===== config.mk =====
export PLATFORM = sky130hd
export DESIGN_NAME = shb_cell_axis
export DESIGN_NICKNAME = d
export VERILOG_FILES = /design/src/hdl/shb_pkg.sv /design/src/hdl/shb_cell_axis.sv
export SDC_FILE = /design/constraint.sdc
export NUM_CORES = 2
export LEC_CHECK = 0
export ABC_AREA = 1
export BUFFER_PORTS_ARGS = -buffer_cell sky130_fd_sc_hd__buf_2
export CORE_ASPECT_RATIO = 1.1
export CORE_MARGIN = 4
export CORE_UTILIZATION = 55
export DETAILED_ROUTE_END_ITERATION = 8
export PLACE_DENSITY = 0.79
export SLEW_MARGIN = 20
export SYNTH_ARGS = -nofsm -noshare
export SYNTH_HDL_FRONTEND = slang
export SYNTH_SLANG_ARGS = --single-unit

===== constraint.sdc =====
create_clock -name clk -period 12.02 [get_ports clk]
set_input_delay 0.601 -clock clk [delete_from_list [all_inputs] [get_ports clk]]
set_output_delay 0.601 -clock clk [all_outputs]
set_load 0.03 [all_outputs]

===== src/hdl/shb_pkg.sv =====
package shb_pkg;

    localparam int unsigned COORD_W     = 32;
    localparam int unsigned SCALE_W     = 32;
    localparam int unsigned HALF_W      = SCALE_W / 2;
    localparam int unsigned MAG_W       = COORD_W + 1;
    localparam int unsigned CELL_W      = 31;
    localparam int unsigned KEY_W       = 32;
    localparam int unsigned N_W         = 25;
    localparam int unsigned REM_W       = 24;
    localparam int unsigned IDX_W       = 3;
    localparam int unsigned MOD_STEP    = 4;
    localparam int unsigned MOD_STAGES  = KEY_W / MOD_STEP;
    localparam int unsigned CELL_STAGES = 4;
    localparam int unsigned PIPE_STAGES = CELL_STAGES + 1 + MOD_STAGES;

    localparam logic [KEY_W-1:0] PRIME_X = 32'd73856093;
    localparam logic [KEY_W-1:0] PRIME_Y = 32'd19349663;
    localparam logic [KEY_W-1:0] PRIME_Z = 32'd83492791;

    localparam logic [N_W-1:0] N_MAX = 25'h1000000;
    localparam logic [N_W-1:0] N_MIN = 25'd1;

    typedef enum logic [IDX_W-1:0] {
        REG_ORIGIN_X     = 3'd0,
        REG_ORIGIN_Y     = 3'd1,
        REG_ORIGIN_Z     = 3'd2,
        REG_CELL_SCALE   = 3'd3,
        REG_BUCKET_COUNT = 3'd4
    } reg_index_t;

    // Partial remainder and the key bits not yet shifted in.
    typedef struct packed {
        logic [REM_W-1:0] rem;
        logic [KEY_W-1:0] rest;
    } mod_state_t;

    // Shift in MOD_STEP key bits, one restoring step each. The partial
    // remainder stays below n, so one subtract per step suffices.
    function automatic mod_state_t mod_step(mod_state_t s, logic [N_W-1:0] n);
        mod_state_t     r;
        logic [N_W-1:0] t;
        r = s;
        for (int j = 0; j < MOD_STEP; j++)
        begin
            t = {r.rem, r.rest[KEY_W-1]};
            r.rest = {r.rest[KEY_W-2:0], 1'b0};
            if (t >= n)
            begin
                t = t - n;
            end
            r.rem = t[REM_W-1:0];
        end
        return r;
    endfunction

endpackage


===== src/hdl/shb_cell_axis.sv =====
module shb_cell_axis #(
    parameter int unsigned FRAC_BITS = 16
) (
    input  logic                                 clk,
    input  logic [shb_pkg::CELL_STAGES-1:0]      en,
    input  logic [shb_pkg::COORD_W-1:0]          point,
    input  logic [shb_pkg::COORD_W-1:0]          origin,
    input  logic [shb_pkg::SCALE_W-1:0]          scale,
    input  logic [shb_pkg::KEY_W-1:0]            prime,
    output logic [shb_pkg::KEY_W-1:0]            hash
);

    localparam int unsigned PP_W   = shb_pkg::MAG_W + shb_pkg::HALF_W;
    localparam int unsigned PROD_W = PP_W + shb_pkg::HALF_W;
    localparam int unsigned SHIFT  = 2 * FRAC_BITS;

    logic [shb_pkg::MAG_W-1:0]  diff;
    logic [shb_pkg::MAG_W-1:0]  mag_next;
    logic [shb_pkg::MAG_W-1:0]  mag_reg;
    logic [PP_W-1:0]            pp_lo_next;
    logic [PP_W-1:0]            pp_hi_next;
    logic [PP_W-1:0]            pp_lo_reg;
    logic [PP_W-1:0]            pp_hi_reg;
    logic [PROD_W-1:0]          prod;
    logic [PROD_W-1:0]          shifted;
    logic                       sat;
    logic [shb_pkg::CELL_W-1:0] cell_next;
    logic [shb_pkg::CELL_W-1:0] cell_reg;
    logic [shb_pkg::KEY_W-1:0]  cell_ext;
    logic [shb_pkg::KEY_W-1:0]  hash_next;
    logic [shb_pkg::KEY_W-1:0]  hash_reg;

    // Distance from the origin, magnitude only.
    always_comb
    begin
        diff = {point[shb_pkg::COORD_W-1], point} - {origin[shb_pkg::COORD_W-1], origin};
        mag_next = diff[shb_pkg::MAG_W-1] ? (~diff + 1'b1) : diff;
    end

    // Split the scale into halves to keep each multiplier narrow.
    always_comb
    begin
        pp_lo_next = PP_W'(mag_reg) * PP_W'(scale[shb_pkg::HALF_W-1:0]);
        pp_hi_next = PP_W'(mag_reg) * PP_W'(scale[shb_pkg::SCALE_W-1:shb_pkg::HALF_W]);
    end

    // Recombine, drop the fraction bits, saturate.
    always_comb
    begin
        prod      = PROD_W'({pp_hi_reg, {shb_pkg::HALF_W{1'b0}}}) + PROD_W'(pp_lo_reg);
        shifted   = prod >> SHIFT;
        sat       = |shifted[PROD_W-1:shb_pkg::CELL_W];
        cell_next = sat ? {shb_pkg::CELL_W{1'b1}} : shifted[shb_pkg::CELL_W-1:0];
    end

    // Wrapping multiply by the axis prime.
    always_comb
    begin
        cell_ext  = shb_pkg::KEY_W'(cell_reg);
        hash_next = cell_ext * prime;
    end

    always_ff @(posedge clk)
    begin
        if (en[0])
        begin
            mag_reg <= mag_next;
        end
        if (en[1])
        begin
            pp_lo_reg <= pp_lo_next;
            pp_hi_reg <= pp_hi_next;
        end
        if (en[2])
        begin
            cell_reg <= cell_next;
        end
        if (en[3])
        begin
            hash_reg <= hash_next;
        end
    end

    assign hash = hash_reg;

endmodule


* Yosys cells after proc, flatten, opt, wreduce, memory -nomap -nowiden
Index checks and enable logic that the tools add are counted.
Storage, ports and cells: input port bits 133, word-level logic and storage cells 15, flip-flop bits (word level) 194, output and inout bits 32
Operators by class: reduce and logical (&&, ||, !) cells 1, bitwise gates (word level) 1, add/subtract/negate cells 3, mux-type cells 1, multiply operators 3
Operators with widths (number):
- 33-bit by 16-bit multiplier with 49-bit output | 2
- 65-bit by 49-bit adder with 65-bit output | 1
- 33-bit by 1-bit adder with 33-bit output (second input constant) | 1
- 33-bit NOT | 1
- 32-bit by 32-bit subtractor with 33-bit output | 1
- 31-bit by 32-bit multiplier with 32-bit output | 1
- 32-bit two-way mux | 1
- 2-bit OR reduction | 1

* Longest topological paths before layout
depth after elaboration 4, mapped depth 32, depth with buffers taken out 30

* Worst setup path before layout
Ideal clock, no wire load.
kind input to register, from in prime[16] in the netlist's numbering, to reg hash_reg, in the netlist hash[29], data pin, path slack 5267 ps, library setup time 258 ps, stages 26, data arrival time 6495 ps, data required time 11762 ps, buffers on the path 2, cell sequence clkbuf_1 > clkbuf_1 > nand2_1 > fa_1 > inv_1 > fa_1 > inv_1 > fa_1 > inv_1 > fa_1 > inv_1 > fa_1 > inv_1 > fa_1 > inv_1 > fa_1 > fa_1 > inv_1 > ha_1 > a21oi_1 > inv_1 > a31oi_1 > o21ai_0 > a31oi_1 > nand2_1 > xor2_1
On the way: longest elaborated chain between the ends 1
RTL lines:
- start: declaration | RTL line shb_cell_axis.sv:9 | input logic [shb_pkg::KEY_W-1:0] prime,
- 31-bit by 32-bit multiplier with 32-bit output | RTL line shb_cell_axis.sv:60 | hash_next = cell_ext * prime;
- named net hash_next, one bit | RTL line shb_cell_axis.sv:30 | logic [shb_pkg::KEY_W-1:0] hash_next;
- end signal: assignment | RTL line shb_cell_axis.sv:80 | hash_reg <= hash_next;
- end: declaration | RTL line shb_cell_axis.sv:31 | logic [shb_pkg::KEY_W-1:0] hash_reg;
The timed path passes the listed nets, and every way through them passes these cells. A chain may end at the register's enable or synchronous reset.

* Final worst setup path
from reg cell_reg[5] in the netlist's numbering, to reg hash_reg, in the netlist hash[30], data pin
On the way: longest elaborated chain between the ends 1
RTL lines:
- start: declaration | RTL line shb_cell_axis.sv:28 | logic [shb_pkg::CELL_W-1:0] cell_reg;
- start signal: assignment | RTL line shb_cell_axis.sv:76 | cell_reg <= cell_next;
- 31-bit by 32-bit multiplier with 32-bit output | RTL line shb_cell_axis.sv:60
- named net hash_next, one bit | RTL line shb_cell_axis.sv:30
The timed path passes the listed nets, and every way through them passes these cells.

==> results.md <==
* Die Ht at 357 um
* Crit path required time at 12.27 ns
* IO buf count at 164
* Reg2Reg Setup Slack at roughly 4.6 ns
* Fmax at approximately 130 MHz
* Register area at 5350 um2
* TritonCTS clock tree: built
* CP Capture Type: flip-flop
* Core area at roughly 110000 um2
* Tmin final at 7.42 ns
* Synthesized flop and latch total at 178
* Outcome: completed
* Ports at 165
* Setup crit start kind: flip-flop
* Largest register FFs at just under 50
* DR vias/cell at 5.39
* Share of cells above drive strength 1 at 4.21%
* R2R cell count at 23
* CTS buffer count at 17
* Number of synthesized flops with an enable pin at 178
* Ys async rst share at 0%
* Maximum level of the CTS H-tree at 4
* Multi-input logic area at 45700 um2
* RSZ-0062 raised after global routing: false
* # rows at ~130
* Worst Hold Launch: en[1]
* Reg clk slew, reported paths at 0.09 ns
* Vias at 48.7k
* Final Setup Violations at 0
* Max_slew headroom at 32.8%
* Yosys warns at 0
* Worst r2r src: cell_reg[5]$_SDFFCE_PP1P_
* Distinct cells, synth at between 60 and 70
* CP Class: flip-flop to flip-flop
* First-pass GRT wire length at ~270000 um
* Die W at 325 um
* Hold path cells at 1
* GR Util All Layers at 29.5%
* Post-CTS Resized at 0
* Post-synthesis sequential area ratio at 8.79%
* Worst endpoint data arrival time at about 7.7 ns
* DP HPWL at between 100000 and 150000 um
* Drt drc at 0
* Drt first pass iters at 6
* Worst Hold Class: input pin to flip-flop
* Root buffer cell: clkbuf_16
* Hold EP: pp_hi_reg[47]$_DFFE_PP_
* Area Overhead vs Synth at 3.73%
* Mapped Area at 60800 um2
* Primary FF master, synth: edfxtp_1
* Clock Latency Late Sink at between 0.5 and 0.6 ns
* Vias in the first global route at between 50k and 60k
* Net count, final at 9443
* GRT overflow at 0
* Fillers at around 10k
* Tcrit/Tclk final at around three fifths
* Clock skew at 0.0227 ns
* WL/cell at 18.3 um
* Antenna-violating nets left at 0
* Setup bufs post-CTS at 0
* Largest net degree at the start of global routing at 72
* Wirelength, routed at 166000 um
* Clk buf depth at 2
* Worst Max-Slew Pin Slew at 1.01 ns
* Mapped Cells at 7717
* Crit-path max FO at 27
* GPL Wtd Cong at 0.963
* TritonCTS Sinks at approximately 180
* # hold bufs at CTS at 0
* Starting Density at 55.6%
* Hold Vio Cnt, Final at 0
* Max Cap Viol at 0
* Setup TNS at 0 ns
* Die ar. at approximately 120000 um2
* Antenna violations before repair at 6
* FF-to-FF End: hash[30]$_DFFE_PP_
* Max-slew violation count at 0
* Post-Syn Area per Cell at about 7.9 um2
* Initial DRC count at 3756
* Mapped Nets at 9547
-- worst max path at each step --
stage,startpoint,endpoint,slack (ns),cells past startpoint
final,cell_reg[5]$_SDFFCE_PP1P_,hash[30]$_DFFE_PP_,4.60,23
after global routing,cell_reg[4]$_SDFFCE_PP1P_,hash[30]$_DFFE_PP_,4.26,23
after CTS,cell_reg[4]$_SDFFCE_PP1P_,hash[30]$_DFFE_PP_,4.64,23
after detailed placement,prime[7],hash[30]$_DFFE_PP_,4.67,24
after global placement,prime[9],hash[28]$_DFFE_PP_,4.79,24
after floorplan,prime[16],hash[29]$_DFFE_PP_,5.27,26
-- cells in the mapped netlist (all sizes together), types with 46 or more instances --
master	count	share of area, %
fa	1273	42
clkbuf	313	1.9
nand3	81	0.74
edfxtp	178	8.8
o21ai	126	1.0
xnor2	87	1.3
xor2	152	2.3
nor2	275	1.8
a31oi	46	0.47
nand2	2076	13
ha	424	8.7
a21oi	230	1.9
inv	2262	14
-- stage by stage --
stage / worst slack [ns] / instances / area (um2) / utilization [%] / hold WS, ns
3_5_place_dp: 4.67 / 9013 / 62500 / 57.1 / 0.639
3_3_place_gp: 4.79 / 9013 / 62500 / 57.1 / 0.620
5_1_grt: 4.26 / 9048 / 63100 / 57.7 / 0.412
6_report: 4.60 / 9048 / 63100 / 57.7 / 0.424
2_1_floorplan: 5.27 / 7717 / 60800 / - / 0.569
4_1_cts: 4.64 / 9045 / 63100 / 57.7 / 0.399
-- cell usage in the layout (no fill, tap or decap), types with 37 or more instances in the layout --
cell and count:
inv_1 2253, nand2_1 2055, fa_1 1273, ha_1 424, nor2_1 263, a21oi_1 224, edfxtp_1 178, buf_2 163
xor2_1 144, o21ai_0 110, xnor2_1 86, nand3_1 73, buf_4 48, a31oi_1 46, nor3_1 37
-- metal layers --
| layer | global-route usage [%] | routed length, um |
|---|---|---|
| met5 | 0 | 32 |
| met4 | 14.7 | 10000 |
| met3 | 5.78 | 14800 |
| met2 | 51.7 | 81800 |
| met1 | 34.7 | 59000 |
-- kinds of logic (layout without fill, tap and decap cells) --
family	Yosys count	count (layout)	share of synthesized area [%]
adders and majority gates	1697	1697	50.6
AOI/OAI and AO/OA	481	481	4.51
buffers and inverters	2596	2505	16.1
DFF	178	178	8.79
other	0	3	0
xor gates and xnor gates	239	239	3.59
and+or+nand+nor	2526	2526	16.4
-- cell type report --
class	count	area share (%)
Clock buffer	18	0.681
Inverter	2262	13.5
Antenna cell	3	0.0119
Timing Repair Buffer	211	1.86
Sequential cell	178	8.48
Multi-Input combinational cell	4943	72.4
Clock inverter	14	0.246
Tap cell	1419	2.82
-- worst max-delay path, stage by stage, from the launching register on --
cell      delay (ns)
edfxtp_1        1.02
nand2_1         0.11
inv_1           0.12
fa_1            0.44
fa_1            0.45
fa_1            0.59
inv_1           0.06
fa_1            0.49
inv_1           0.05
fa_1            0.51
inv_1           0.06
fa_1            0.54
inv_1           0.05
fa_1            0.50
fa_1            0.41
ha_1            0.35
a21oi_1         0.17
o221ai_1        0.12
a21oi_1         0.32
nor2_1          0.11
o21ai_0         0.17
o211ai_1        0.20
a21oi_1         0.22
xor2_1          0.09
Power is left out: the tool's default activity adds up to more than one toggle a clock period on the data nets, which glitch-free logic cannot reach.
