[src/hdl/shb_pkg.sv]
package shb_pkg;

    localparam int unsigned COORD_W     = 32;
    localparam int unsigned SCALE_W     = 32;
    localparam int unsigned HALF_W      = SCALE_W / 2;
    localparam int unsigned MAG_W       = COORD_W + 1;
    localparam int unsigned CELL_W      = 31;
    localparam int unsigned KEY_W       = 32;
    localparam int unsigned N_W         = 25;
    localparam int unsigned REM_W       = 24;
    localparam int unsigned IDX_W       = 3;
    localparam int unsigned MOD_STEP    = 4;
    localparam int unsigned MOD_STAGES  = KEY_W / MOD_STEP;
    localparam int unsigned CELL_STAGES = 4;
    localparam int unsigned PIPE_STAGES = CELL_STAGES + 1 + MOD_STAGES;

    localparam logic [KEY_W-1:0] PRIME_X = 32'd73856093;
    localparam logic [KEY_W-1:0] PRIME_Y = 32'd19349663;
    localparam logic [KEY_W-1:0] PRIME_Z = 32'd83492791;

    localparam logic [N_W-1:0] N_MAX = 25'h1000000;
    localparam logic [N_W-1:0] N_MIN = 25'd1;

    typedef enum logic [IDX_W-1:0] {
        REG_ORIGIN_X     = 3'd0,
        REG_ORIGIN_Y     = 3'd1,
        REG_ORIGIN_Z     = 3'd2,
        REG_CELL_SCALE   = 3'd3,
        REG_BUCKET_COUNT = 3'd4
    } reg_index_t;

    // Partial remainder and the key bits not yet shifted in.
    typedef struct packed {
        logic [REM_W-1:0] rem;
        logic [KEY_W-1:0] rest;
    } mod_state_t;

    // Shift in MOD_STEP key bits, one restoring step each. The partial
    // remainder stays below n, so one subtract per step suffices.
    function automatic mod_state_t mod_step(mod_state_t s, logic [N_W-1:0] n);
        mod_state_t     r;
        logic [N_W-1:0] t;
        r = s;
        for (int j = 0; j < MOD_STEP; j++)
        begin
            t = {r.rem, r.rest[KEY_W-1]};
            r.rest = {r.rest[KEY_W-2:0], 1'b0};
            if (t >= n)
            begin
                t = t - n;
            end
            r.rem = t[REM_W-1:0];
        end
        return r;
    endfunction

endpackage

[src/hdl/shb_mod_pipe.sv]
module shb_mod_pipe (
    input  logic                              clk,
    input  logic [shb_pkg::MOD_STAGES:0]      en,
    input  logic [shb_pkg::KEY_W-1:0]         hx,
    input  logic [shb_pkg::KEY_W-1:0]         hy,
    input  logic [shb_pkg::KEY_W-1:0]         hz,
    input  logic [shb_pkg::N_W-1:0]           n,
    output logic [shb_pkg::REM_W-1:0]         bucket_index
);

    logic [shb_pkg::KEY_W-1:0] key_reg;
    shb_pkg::mod_state_t       st_in  [shb_pkg::MOD_STAGES];
    shb_pkg::mod_state_t       st_reg [shb_pkg::MOD_STAGES];

    // Fold the three axis hashes into one key.
    always_ff @(posedge clk)
    begin
        if (en[0])
        begin
            key_reg <= hx ^ hy ^ hz;
        end
    end

    assign st_in[0] = '{rem: '0, rest: key_reg};

    for (genvar s = 0; s < shb_pkg::MOD_STAGES; s++)
    begin : g_stage
        if (s > 0)
        begin : g_link
            assign st_in[s] = st_reg[s-1];
        end

        always_ff @(posedge clk)
        begin
            if (en[s+1])
            begin
                st_reg[s] <= shb_pkg::mod_step(st_in[s], n);
            end
        end
    end

    assign bucket_index = st_reg[shb_pkg::MOD_STAGES-1].rem;

endmodule

[config.mk]
export PLATFORM = sky130hd
export DESIGN_NAME = shb_mod_pipe
export DESIGN_NICKNAME = d
export VERILOG_FILES = /design/src/hdl/shb_pkg.sv /design/src/hdl/shb_mod_pipe.sv
export SDC_FILE = /design/constraint.sdc
export NUM_CORES = 2
export LEC_CHECK = 0
export ABC_AREA = 0
export BUFFER_PORTS_ARGS = -buffer_cell sky130_fd_sc_hd__buf_2
export CAP_MARGIN = 15
export CORE_AREA = 2 2 391 432
export DETAILED_ROUTE_END_ITERATION = 7
export DIE_AREA = 0 0 393 434
export GPL_ROUTABILITY_DRIVEN = 0
export GPL_TIMING_DRIVEN = 0
export MAX_ROUTING_LAYER = met4
export SLEW_MARGIN = 20
export SYNTH_ARGS = -nofsm -noshare
export SYNTH_HDL_FRONTEND = slang
export SYNTH_SLANG_ARGS = --single-unit
[constraint.sdc]
create_clock -name clk -period 13.2 [get_ports clk]
set_input_delay 2.64 -clock clk [delete_from_list [all_inputs] [get_ports clk]]
set_output_delay 2.64 -clock clk [all_outputs]
set_load 0.005 [all_outputs]
[After elaboration in Yosys (flattened, before gate mapping)]
Memories as Yosys holds them, arrays and structs flattened.
Index checks and enable logic that the tools add are counted.
Word-level totals
  register bits after elaboration: 32
  RAM bits: 416
  input port bits: 131
  output and inout port bits: 24
  logic and storage cells: 148
  memories kept: 1
Operators by class
  add/subtract/negate cells: 32
  $lt $le $gt $ge: 32
  multiplexer cells: 80
  bitwise operators: 2
Memories
  st_reg: words 8, bits a word 52, rd ports 8, clocked after memory_dff 0, wr ports 8, RTL line shb_mod_pipe.sv:13  | shb_pkg::mod_state_t st_reg [shb_pkg::MOD_STAGES];
Operators with widths (number)
  $mux 24: 64
  $ge 25x25->1: 31
  $sub 24x24->24: 31
  $xor 32x32->32: 2
  $ge 1x25->1: 1
  $sub 1x24->24: 1
  $mux 1: 16

[Depth between registers and ports, before layout]
An unclocked memory read counts as a cell.
  word-level depth: 13
  mapped depth: 52
  mapped depth without buffers: 47

[Worst setup path before layout]
Ideal clock, no wire load.
  path type: input to register
  start: input port n[1] in the netlist's numbering
  end: memory st_reg[0][192] in the netlist's numbering (data pin)
  library setup time: 0.260 ns
  arrival: 14.045 ns
  required time: 12.940 ns
  slack: -1.105 ns
  stages on the path: 47
  path buffers: 6
  cell sequence: inv_1 -> ha_1 -> nor2b_1 -> o31a_1 -> o21a_1 -> o211ai_1 -> nand2_1 -> a31oi_2 -> buf_2 -> mux2_2 -> ha_1 -> o21a_1 -> o21ai_0 -> a21oi_1 -> nor2_1 -> o21ai_0 -> a211oi_1 -> o21a_1 -> (+11 left out) -> o21ai_0 -> a21oi_1 -> o21a_1 -> clkbuf_1 -> buf_2 -> mux2_2 -> ha_1 -> nand2_1 -> o21bai_1 -> a21oi_1 -> o41a_1 -> a221oi_1 -> a31oi_1 -> o311ai_1 -> a31oi_1 -> a211oi_4 -> buf_2 -> mux2_2
RTL lines
  from (decl): RTL line shb_mod_pipe.sv:7  | input logic [shb_pkg::N_W-1:0] n,
  to (decl): RTL line shb_mod_pipe.sv:13

==> results.txt <==
----------------------------------------------------
[Worst setup path]
  Worst reg2reg path depth ... 47
  CP Max Fanout ... 10
  Sort of element at the end of the critical path ... flop
  Arrival time of data at the critical path endpoint ... 13.34 ns
  Most used cell, CP ... sky130_fd_sc_hd__o21a_1
  CP Data Required Time ... 13.59 ns
  Largest stage delay on the critical path ... 0.49 ns
  Library cell contributing the largest single delay on the critical path ... sky130_fd_sc_hd__o41a_1
  Worst Setup Start Kind ... input port
  Classification of the worst setup path ... in -> reg

[Timing]
  Max Slew Vio Count ... 0
  Final setup vio count ... 0
  Final min period ... 12.95 ns
  Period utilization ... 0.9813
  Clk_skew ... 0.04041 ns
  Count of endpoints failing hold in the final timing report ... 0
  Worst hold margin ... 0.4163 ns
  Worst-case headroom to the max-slew limit ... 0.2959
  Transition at the pin with the smallest max-transition slack ... 1.056 ns
  Achievable clock frequency ... 0.07720 GHz

[Yosys]
  Gate count after technology mapping ... 6321
  Total nets after synthesis ... 7260
  Post-synth top area share ... 0.1851
  Top cells by area in the synthesized netlist ... sky130_fd_sc_hd__edfxtp_1, sky130_fd_sc_hd__ha_1, sky130_fd_sc_hd__mux2_2
  Average instance area after synthesis ... 8.624 sq um
  Complex-gate fraction of the synthesized area ... 0.2366
  Count of state elements after synthesis ... 336
  Largest family of logic cells by synthesized area ... compound AO/OA/AOI/OAI gates
  Number of distinct standard cells referenced by the synthesized netlist ... 99
  Netlist area before placement ... 54510 sq um
  Number of synthesis warnings ... 0
  Xor/xnor cell area share of the yosys netlist ... 0.1057
  Biggest area consumer among synthesized cells ... sky130_fd_sc_hd__edfxtp_1
  Adder and majority cell fraction of the synthesized area ... 0.1897
  Mux share of post-synthesis cell area ... 0.1112
  Fraction of synthesis flops using an asynchronous set or reset pin ... 0
  Simple-gate share of the synthesized area ... 0.1438
  Number of synthesized flops with an enable pin ... 336
  Leading register cell type out of synthesis ... sky130_fd_sc_hd__edfxtp_1
  Share of synthesized area occupied by flip-flops and latches ... 0.1851

[Detailed routing]
  WL met1 ... 79.30 mm
  Highest Signal Layer ... met4
  Total detailed-routing wirelength ... 190.8 mm
  Number of nets with antenna violations after routing ... 0
  Detailed-router iteration count before antenna repair ... 7
  Routed wire length per instance ... 21.22 microns
  Via count ... 51280
  DR vias/cell ... 5.706
  Starting DRT DRC Count ... 3762
  Routed wire length on met2 ... 90.21 mm
  DRC violation count after routing ... 0
  Met3 WL ... 12.65 mm

[Final layout]
  Count of filler cells inserted in the layout ... 16690
  Final net count ... 7663
  Number of flip-flops in the largest register ... 304
  Area added between synthesis and finish ... 17.60%
  Area of all sequential standard cells ... 10090 sq um
  Layout cell share with drive strength beyond 1 ... 0.1925
  Final cell count without fillers ... 8988
  Area taken by multi-input logic gates ... 44430 sq um

[Global route]
  Global route total overflow ... 0
  Wire length of the first global-routing pass ... 273.4 mm
  Largest net degree at the start of global routing ... 53
  Global router's overall resource usage ... 0.2118
  Number of global-route vias before repair ... 48050
  Initial antenna violation count ... 6

[Die]
  Number of cell rows ... 157
  Core area ... 166000 sq um
  Num ports ... 155
  Effective utilization at floorplan ... 0.3284
  Height of the die ... 434 microns
  Die footprint ... 170600 sq um
  Die W ... 393 microns

[CTS]
  Clock tree from TritonCTS ... built
  Level count of the clock H-tree ... 2
  Number of buffers added by the clock tree synthesis step ... 43
  Clock root buffer ... sky130_fd_sc_hd__clkbuf_16
  Clock transition at path regs ... 0.06 ns
  Total of hold buffers inserted after clock tree synthesis ... 0
  Clk buf depth ... 3
  Source-to-sink clock delay at the later pin of the worst-skew pair ... 0.64 ns
  Num Clock Sinks ... 336

[Placed design]
  Buffers on Ports ... 154
  Placed cell count ... 8728
  Half-perimeter wire length of the detailed placement result ... 134.4 mm

[Hold path]
  Class of the tightest hold or removal check ... reg -> reg
  Hold Path Depth ... 0

[Job]
  MaxCap Viol Count ... 0

[Run status]
  Run status ... finished clean

----------------------------------------------------
[final timing paths]
check,end,start,slack (ns)
setup / recovery,st_reg[0][201],n[2],0.25
hold reg to reg,st_reg[0][57],st_reg[0][1],0.42
hold / removal,st_reg[0][57],st_reg[0][1],0.42
setup reg to reg,st_reg[0][201],st_reg[0][132],2.30
[synth_stat cells, types with 37 or more instances]
cell type                  instances
sky130_fd_sc_hd__and2_1           41
sky130_fd_sc_hd__mux2_2          479
sky130_fd_sc_hd__a31oi_1          70
sky130_fd_sc_hd__xor2_1          224
sky130_fd_sc_hd__clkbuf_1         66
sky130_fd_sc_hd__xnor2_1         434
sky130_fd_sc_hd__o31ai_1          38
sky130_fd_sc_hd__a21oi_1         593
sky130_fd_sc_hd__nand2b_1        101
sky130_fd_sc_hd__inv_1           252
sky130_fd_sc_hd__nand4_1         101
sky130_fd_sc_hd__o21ai_0         374
sky130_fd_sc_hd__a21boi_0         40
sky130_fd_sc_hd__edfxtp_1        336
sky130_fd_sc_hd__o21bai_1         80
sky130_fd_sc_hd__a21o_1          328
sky130_fd_sc_hd__nor3_1          117
sky130_fd_sc_hd__nand2_1         410
sky130_fd_sc_hd__mux2i_1          58
sky130_fd_sc_hd__buf_2            37
sky130_fd_sc_hd__and3_1           64
sky130_fd_sc_hd__nor2b_1          88
sky130_fd_sc_hd__nand3_1         130
sky130_fd_sc_hd__ha_1            777
sky130_fd_sc_hd__a211oi_1         51
sky130_fd_sc_hd__nor2_1          403
sky130_fd_sc_hd__o21a_1          110
[metal layers]
layer / vias to the layer above / GRT usage
met5: - / -
met4: 0 / 0.08285
met3: 399 / 0.01875
met2: 1669 / 0.3623
met1: 24490 / 0.2567
li1: 24720 / -
[repair_timing]
| item | CTS | global route |
|---|---|---|
| setup endpoints to repair | 192 | 192 |
| pin swaps | 21 | 71 |
| gates cloned | 9 | 11 |
| resized for setup | 119 | 261 |
| setup buffers | 32 | 131 |
[logic make-up after synthesis]
group           count (synthesis)
simple gates                 1606
flops                         336
compound gates               1999
mux                           543
fa+ha+maj                     808
buf+inv                       371
xor+xnor                      658
[layout make-up]
type	instances	share of cell area
clock inverters	31	0.005094
inverters	252	0.01739
flip-flops and latches	336	0.1574
diodes	4	0.0001561
well taps	2226	0.04345
clock buffers	48	0.01708
multi-input cells	5614	0.6930
plain buffers	113	0.01378
repair buffers	364	0.05266
[layout by cell type (no fill, tap or decap), types with 23 or more instances in the layout]
cell type	synthesis	routed
sky130_fd_sc_hd__buf_6	7	32
sky130_fd_sc_hd__a21boi_0	40	37
sky130_fd_sc_hd__inv_1	252	228
sky130_fd_sc_hd__nor2_1	403	399
sky130_fd_sc_hd__edfxtp_1	336	336
sky130_fd_sc_hd__nor4_1	31	25
sky130_fd_sc_hd__o21bai_1	80	77
sky130_fd_sc_hd__a21oi_2	2	35
sky130_fd_sc_hd__nand4_1	101	101
sky130_fd_sc_hd__buf_4	7	172
sky130_fd_sc_hd__a211o_1	30	30
sky130_fd_sc_hd__a211oi_1	51	46
sky130_fd_sc_hd__xor2_1	224	224
sky130_fd_sc_hd__o211ai_1	31	31
sky130_fd_sc_hd__and3_1	64	63
sky130_fd_sc_hd__o21a_1	110	109
sky130_fd_sc_hd__ha_1	777	730
sky130_fd_sc_hd__fa_1	31	29
sky130_fd_sc_hd__a31oi_1	70	59
sky130_fd_sc_hd__or3_1	31	31
sky130_fd_sc_hd__clkbuf_1	66	25
sky130_fd_sc_hd__and2_1	41	39
sky130_fd_sc_hd__a21o_1	328	327
sky130_fd_sc_hd__buf_2	37	166
sky130_fd_sc_hd__nor3_1	117	109
sky130_fd_sc_hd__o21ai_1	28	54
sky130_fd_sc_hd__o31a_1	23	23
sky130_fd_sc_hd__nand2_1	410	409
sky130_fd_sc_hd__o21ai_0	374	331
sky130_fd_sc_hd__ha_4	0	30
sky130_fd_sc_hd__nand2b_1	101	101
sky130_fd_sc_hd__a21oi_1	593	557
sky130_fd_sc_hd__nand3_1	130	130
sky130_fd_sc_hd__buf_16	0	23
sky130_fd_sc_hd__xnor2_1	434	434
sky130_fd_sc_hd__mux2i_1	58	45
sky130_fd_sc_hd__o31ai_1	38	26
sky130_fd_sc_hd__clkbuf_16	0	53
sky130_fd_sc_hd__nor2b_1	88	88
sky130_fd_sc_hd__mux2_2	479	478
[per-stage QoR]
stage          TNS (ns)  worst slack, ns    util  instance area, sq um
5_1_grt          -6.899          -0.1632  0.3862                 64100
6_report              0           0.2466  0.3862                 64110
2_1_floorplan         0         0.004999       -                 55120
4_1_cts               0         0.001660  0.3725                 61830
3_5_place_dp    -451.21           -3.265  0.3581                 59440
3_3_place_gp    -802.38           -4.861  0.3535                 58680
[critical path, delay by kind of cell]
kind / cells / cell delay, ns
compound gates: 26 / 5.30
fa+ha+maj: 4 / 1.43
buf+inv: 11 / 1.82
mux: 4 / 1.32
simple gates: 5 / 0.75
Power is left out: the tool's default activity adds up to more than one toggle a clock period on the data nets, which glitch-free logic cannot reach.
